==> config.mk <==
export PLATFORM = sky130hd
export DESIGN_NAME = crc_frame_builder
export DESIGN_NICKNAME = d
export VERILOG_FILES = /design/src/hw/rtl/cfb_pkg.sv /design/src/hw/rtl/cfb_encoder.sv /design/src/hw/rtl/crc_frame_builder.sv
export SDC_FILE = /design/constraint.sdc
export NUM_CORES = 1
export LEC_CHECK = 0
export ABC_AREA = 1
export BUFFER_PORTS_ARGS = -buffer_cell sky130_fd_sc_hd__buf_4
export CAP_MARGIN = 25
export CORE_MARGIN = 3
export CORE_UTILIZATION = 50
export DETAILED_ROUTE_END_ITERATION = 6
export PLACE_DENSITY = 0.67
export SLEW_MARGIN = 20
export SYNTH_ARGS = -nofsm -noshare
export SYNTH_HDL_FRONTEND = slang
export SYNTH_SLANG_ARGS = --single-unit
==> constraint.sdc <==
create_clock -name clk_i -period 4.9 [get_ports clk_i]
set_clock_uncertainty 0.2 [all_clocks]
set_input_delay 0.245 -clock clk_i [delete_from_list [all_inputs] [get_ports clk_i]]
set_output_delay 0.245 -clock clk_i [all_outputs]
set_load 0.01 [all_outputs]
==> src/hw/rtl/cfb_pkg.sv <==
// ----------------------------------------------------------------------------
// cfb_pkg: shared types and constants of the crc frame builder
// start byte, crc16-ccitt parameters, frame state and result group types
// ----------------------------------------------------------------------------
package cfb_pkg;

  localparam logic [7:0]  SYNC_BYTE   = 8'hAA;
  localparam logic [15:0] CRC_INIT    = 16'hFFFF;
  localparam logic [15:0] CRC_POLY    = 16'h1021;
  localparam int unsigned MAX_RESULTS = 6;
  localparam int unsigned CNT_W       = $clog2(MAX_RESULTS + 1);

  typedef logic [CNT_W-1:0] res_cnt_t;

  // state of the open frame
  typedef struct packed {
    logic        in_frame;
    logic [7:0]  bytes_sent;
    logic [7:0]  frame_length;
    logic [15:0] running_crc;
  } frame_state_t;

  // bytes produced by one request, slot 0 goes out first
  typedef struct packed {
    logic [MAX_RESULTS-1:0][7:0] bytes;
    res_cnt_t                    count;
    logic                        closes;
    logic                        length_error;
  } result_group_t;

  localparam frame_state_t FRAME_IDLE = '{
    in_frame:     1'b0,
    bytes_sent:   8'h00,
    frame_length: 8'h00,
    running_crc:  CRC_INIT
  };

  // one byte of crc16-ccitt, msb first
  function automatic logic [15:0] crc_add(input logic [15:0] crc, input logic [7:0] b);
    logic [15:0] c;
    c = crc ^ {b, 8'h00};
    for (int i = 0; i < 8; i++) begin
      c = c[15] ? ((c << 1) ^ CRC_POLY) : (c << 1);
    end
    return c;
  endfunction

endpackage

==> src/hw/rtl/cfb_encoder.sv <==
// ----------------------------------------------------------------------------
// cfb_encoder: framing logic for one request
// builds the group of framed bytes and the next frame state
// ----------------------------------------------------------------------------
module cfb_encoder (
  input  cfb_pkg::frame_state_t  state_i,
  input  logic [7:0]             msg_id_i,
  input  logic [7:0]             frame_len_i,
  input  logic [7:0]             data_i,
  input  logic                   last_i,
  output cfb_pkg::frame_state_t  state_o,
  output cfb_pkg::result_group_t group_o
);
  import cfb_pkg::*;

  frame_state_t st;
  res_cnt_t     n;

  always_comb begin
    st      = state_i;
    n       = '0;
    group_o = '0;

    // frame opening: header bytes
    if (!st.in_frame) begin
      st.in_frame     = 1'b1;
      st.bytes_sent   = 8'h00;
      st.frame_length = frame_len_i;
      st.running_crc  = crc_add(crc_add(crc_add(CRC_INIT, SYNC_BYTE), msg_id_i),
                                frame_len_i);
      group_o.bytes[0] = SYNC_BYTE;
      group_o.bytes[1] = msg_id_i;
      group_o.bytes[2] = frame_len_i;
      n = res_cnt_t'(3);
    end

    // payload byte, dropped once the stated length is reached
    if (st.bytes_sent < st.frame_length) begin
      group_o.bytes[n] = data_i;
      st.running_crc   = crc_add(st.running_crc, data_i);
      st.bytes_sent    = st.bytes_sent + 8'd1;
      n = n + res_cnt_t'(1);
    end

    // frame close: crc low then high
    if (last_i) begin
      group_o.closes       = 1'b1;
      group_o.length_error = (st.bytes_sent < st.frame_length);
      group_o.bytes[n]     = st.running_crc[7:0];
      group_o.bytes[n + res_cnt_t'(1)] = st.running_crc[15:8];
      n  = n + res_cnt_t'(2);
      st = FRAME_IDLE;
    end

    group_o.count = n;
    state_o       = st;
  end

endmodule

==> src/hw/rtl/crc_frame_builder.sv <==
// ----------------------------------------------------------------------------
// crc_frame_builder: framed packet encoder with crc16-ccitt trailer
// wraps payload bytes in start byte, id, length and crc for a serial link
// ----------------------------------------------------------------------------
// usage
//   input channel (in_valid_i / in_ready_o): one payload byte per request; the
//   first request of a frame also carries msg_id_i and frame_len_i, and
//   last_i marks the final request of the frame
//   output channel (out_valid_o / out_ready_i): one framed byte per request,
//   in order start 0xAA, id, length, payload, crc low, crc high
//   end_of_frame_o marks the crc high byte; length_error_o is set there when
//   the frame was closed before the stated length arrived
// timing and throughput
//   the bytes of a request appear in the cycle after it is accepted
//   one request yields 0 to 6 bytes and the output port drains one byte per
//   cycle while the receiver is ready, so a request is taken every cycle while
//   each yields at most one byte; a request with more bytes holds the input
//   until its final byte leaves (frame opening: 3 or 4 bytes, frame close: 2 more)
// reset and stall
//   reset closes any open frame and empties the result group
//   while the receiver stalls the current byte holds; the next request is
//   taken in the same cycle as the final byte of the current group leaves
// ----------------------------------------------------------------------------
module crc_frame_builder (
  input  logic       clk_i,
  input  logic       rst_ni,
  input  logic       in_valid_i,
  output logic       in_ready_o,
  input  logic [7:0] msg_id_i,
  input  logic [7:0] frame_len_i,
  input  logic [7:0] data_i,
  input  logic       last_i,
  output logic       out_valid_o,
  input  logic       out_ready_i,
  output logic [7:0] out_byte_o,
  output logic       end_of_frame_o,
  output logic       length_error_o
);
  import cfb_pkg::*;

  // frame state and the result group register
  frame_state_t                state_q, state_d;
  result_group_t               group_d;
  logic [MAX_RESULTS-1:0][7:0] bytes_q;
  res_cnt_t                    cnt_q;
  res_cnt_t                    ptr_q;
  logic                        eof_q;
  logic                        err_q;

  logic in_accept;
  logic out_take;
  logic at_final;
  logic final_take;

  cfb_encoder u_encoder (
    .state_i     (state_q),
    .msg_id_i    (msg_id_i),
    .frame_len_i (frame_len_i),
    .data_i      (data_i),
    .last_i      (last_i),
    .state_o     (state_d),
    .group_o     (group_d)
  );

  // output side: byte under the read pointer
  assign out_valid_o    = (cnt_q != '0);
  assign at_final       = (res_cnt_t'(ptr_q + res_cnt_t'(1)) == cnt_q);
  assign out_byte_o     = bytes_q[ptr_q];
  assign end_of_frame_o = eof_q && at_final;
  assign length_error_o = err_q && at_final;
  assign out_take       = out_valid_o && out_ready_i;
  assign final_take     = out_take && at_final;

  // a new request enters when the group is empty or is leaving this cycle
  assign in_ready_o = !out_valid_o || final_take;
  assign in_accept  = in_valid_i && in_ready_o;

  always_ff @(posedge clk_i or negedge rst_ni) begin
    if (!rst_ni) begin
      state_q <= FRAME_IDLE;
      cnt_q   <= '0;
      ptr_q   <= '0;
      eof_q   <= 1'b0;
      err_q   <= 1'b0;
    end else begin
      if (in_accept) begin
        state_q <= state_d;
        cnt_q   <= group_d.count;
        ptr_q   <= '0;
        eof_q   <= group_d.closes;
        err_q   <= group_d.length_error;
      end else if (final_take) begin
        cnt_q <= '0;
        ptr_q <= '0;
      end else if (out_take) begin
        ptr_q <= ptr_q + res_cnt_t'(1);
      end
    end
  end

  // result group bytes need no reset
  always_ff @(posedge clk_i) begin
    if (in_accept) begin
      bytes_q <= group_d.bytes;
    end
  end

  // read pointer stays inside the group
  assert property (@(posedge clk_i) disable iff (!rst_ni)
    out_valid_o |-> (ptr_q < cnt_q))
    else $error("read pointer beyond result group");

  // the closing byte is shown only after the frame state has returned to idle
  assert property (@(posedge clk_i) disable iff (!rst_ni)
    end_of_frame_o |-> !state_q.in_frame)
    else $error("end of frame while frame still open");

  // an error flag only rides on the closing byte
  assert property (@(posedge clk_i) disable iff (!rst_ni)
    length_error_o |-> end_of_frame_o)
    else $error("length error away from end of frame");

  // a request with last always yields at least the two crc bytes
  assert property (@(posedge clk_i) disable iff (!rst_ni)
    (in_accept && last_i) |=> (eof_q && cnt_q >= res_cnt_t'(2)))
    else $error("closing request without crc bytes");

endmodule
==> results.cfg <==
[sta]
rsz0062_at_grt = false
finalSetupViolations = 0
finalMaxSlewViolations = 0
max_freq_ghz = 0.2369
setup_tns_ps = 0
fin_crit_ps = 4222
post-route-period-util_pct = 86.16
slew_headroom_pct = 34.84
worst_pin_slew_ps = 976.3
hold_violations = 0

[die]
io_pins = 41
dieArea_sq_um = 16040
chipWidth_um = 126.6
start_util_pct = 51.82
die_h_um = 126.6
design.core.area_sq_um = 14040
rows = 43

[worst_setup_path]
crit_chain = nor2_1 -> a21oi_1 -> ha_1 -> a21oi_1 -> nor2_1 -> a211oi_1 -> nand2_4 -> inv_2 -> ha_1 -> nand2_1 -> nand2_1 -> o21ai_0 -> inv_1
crit_path_start_kind = flip-flop
crit_required_ps = 4920
critPathMaxFanout = 17
endpoint_kind = flip-flop
slowest_stage = ha_1
cp.arrival_ps = 4240
cp_slowest_stage_delay_ps = 640
critical_path_class = reg -> reg

[clocking]
h-tree-depth = 3
clock_latency_ps = 350
cts_tree = built
cts_max_path_buffers = 2
cts_hold_buf = 1
cts_made_buffers = 9
path_clk_slew_ps = 70
cts_resized = 0
post_cts_buffers = 0
cts_sinks = 89
root_buffer = clkbuf_16

[synthesis]
ys_types = 47
ys_warn_count = 0
synth_cells = 1038
synth_edf_count = 48
syn-mean-instance-area_sq_um = 7.011
synth_common_cells = 308 x nand2_1, 123 x nand3_1, 107 x inv_1
ys_top_cells_by_area = edfxtp_1 20%, nand2_1 16%, dfrtp_1 8.6%
yosys.area.top_type_share_pct = 19.81
ys.flop_type = edfxtp_1
async_flop_share_pct = 46.07
yosysMostFrequentCell = nand2_1
yosysSeqAreaShare_pct = 34.18
syn_area_sq_um = 7277
synth_area_leader_cell = edfxtp_1
ys_seq_elements = 89
synth_nets = 1091

[route]
drt_first_iter_violations = 659
dr.pass1.iters = 6
vias = 7003
wl_per_cell_um = 18.31
wl_mm = 22.77
drt-vias-per-instance = 5.629
ant_nets = 0
drc = 0

[finish]
n_fill_cell = 1411
finalNetCount = 1112
antenna_cells = 0
drive_gt1_share_pct = 16.07
syn_to_final_growth_pct = 10.49

[placement]
port_buffers = 40
dp_hpwl_mm = 17.31
routabilityCongestion = 0.9711

[flow_run]
drv_cap = 0

[grt]
track_usage_pct = 29.27
grt_pass1_wl_mm = 36.63
antenna_found_initial = 1
grt_pass1_vias = 6443
overflow = 0
grt_start_max_net_pins = 50

[status]
status = finished, final reports clean

[hold_path]
hold_path.class = in -> reg
cell type report:
type | count | area [sq um] | area share [%]
multi-input cells | 781 | 4089 | 50.86
flip-flops and latches | 89 | 2487 | 30.94
inverters | 123 | 469.2 | 5.836
repair buffers | 55 | 427.9 | 5.322
clock buffers | 12 | 267.8 | 3.330
well taps | 180 | 225.2 | 2.801
clock inverters | 4 | 73.82 | 0.9181
layout by cell type (no fill, tap or decap), types with 10 or more instances in the layout:
cell / instances
a21oi_1: 30
buf_4: 53
clkbuf_16: 10
dfrtp_1: 25
dfstp_2: 16
edfxtp_1: 48
ha_1: 24
inv_1: 106
inv_2: 11
nand2_1: 308
nand2_2: 32
nand3_1: 123
nand3_2: 10
nor2_1: 58
o21ai_0: 62
o21ai_1: 21
o22ai_1: 14
xor2_1: 19
layer usage:
layer	part of all wire, %	GRT usage, %	vias up	routed length (um)
li1	-	-	3459	-
met4	4.2	12.87	2	957
met3	7.9	5.347	52	1806
met1	47	43.57	3173	10590
met2	41	41.38	317	9413
met5	0.022	0	-	5
final timing paths:
check                             from           to  slack, ps  cells after the start
max                        state_q[32]  bytes_q[19]        680                     13
min                          data_i[4]  bytes_q[28]         50                      3
max reg2reg                state_q[32]  bytes_q[19]        680                     13
min reg2reg                state_q[20]  state_q[20]        290                      2
max in group asynchronous       rst_ni  state_q[12]       3870                      2
min in group asynchronous       rst_ni     ptr_q[0]        210                      2
cells by family after synthesis:
kind of cell	synth area share [%]
AND/OR/NAND/NOR	35.71
buffers and inverters	9.629
AO/OA/AOI/OAI	13.19
flip-flops	34.18
XOR/XNOR	3.009
adder cells (fa/ha/maj)	4.127
multiplexers	0.1547
through the flow:
stage                     instances  cell area (sq um)  hold WS, ps  utilization, %  setup slack, ps
final                          1244               8040        53.51           57.26            678.1
after global routing           1244               8040        81.66           57.26            434.5
after CTS                      1244               8040        45.69           57.26            751.0
after detailed placement       1227               7689        78.01           54.75            758.7
after global placement         1227               7689        73.07           54.75            775.0
after floorplan                1038               7277       -250.6               -            499.0
critical path: cells and delay by family (launching register included):
family / cells / cell delay [ps]
simple gates: 5 / 1370
fa+ha+maj: 2 / 860
compound gates: 4 / 850
flops: 1 / 480
buf+inv: 2 / 330
sequential cells by signal, indices dropped and copies added, names as in the netlist:
name and count:
cnt_q 3, state_q 33, ptr_q 3, err_q 1, eof_q 1, bytes_q 48
Power is left out: the tool's default activity adds up to more than one toggle a clock period on the data nets, which glitch-free logic cannot reach.
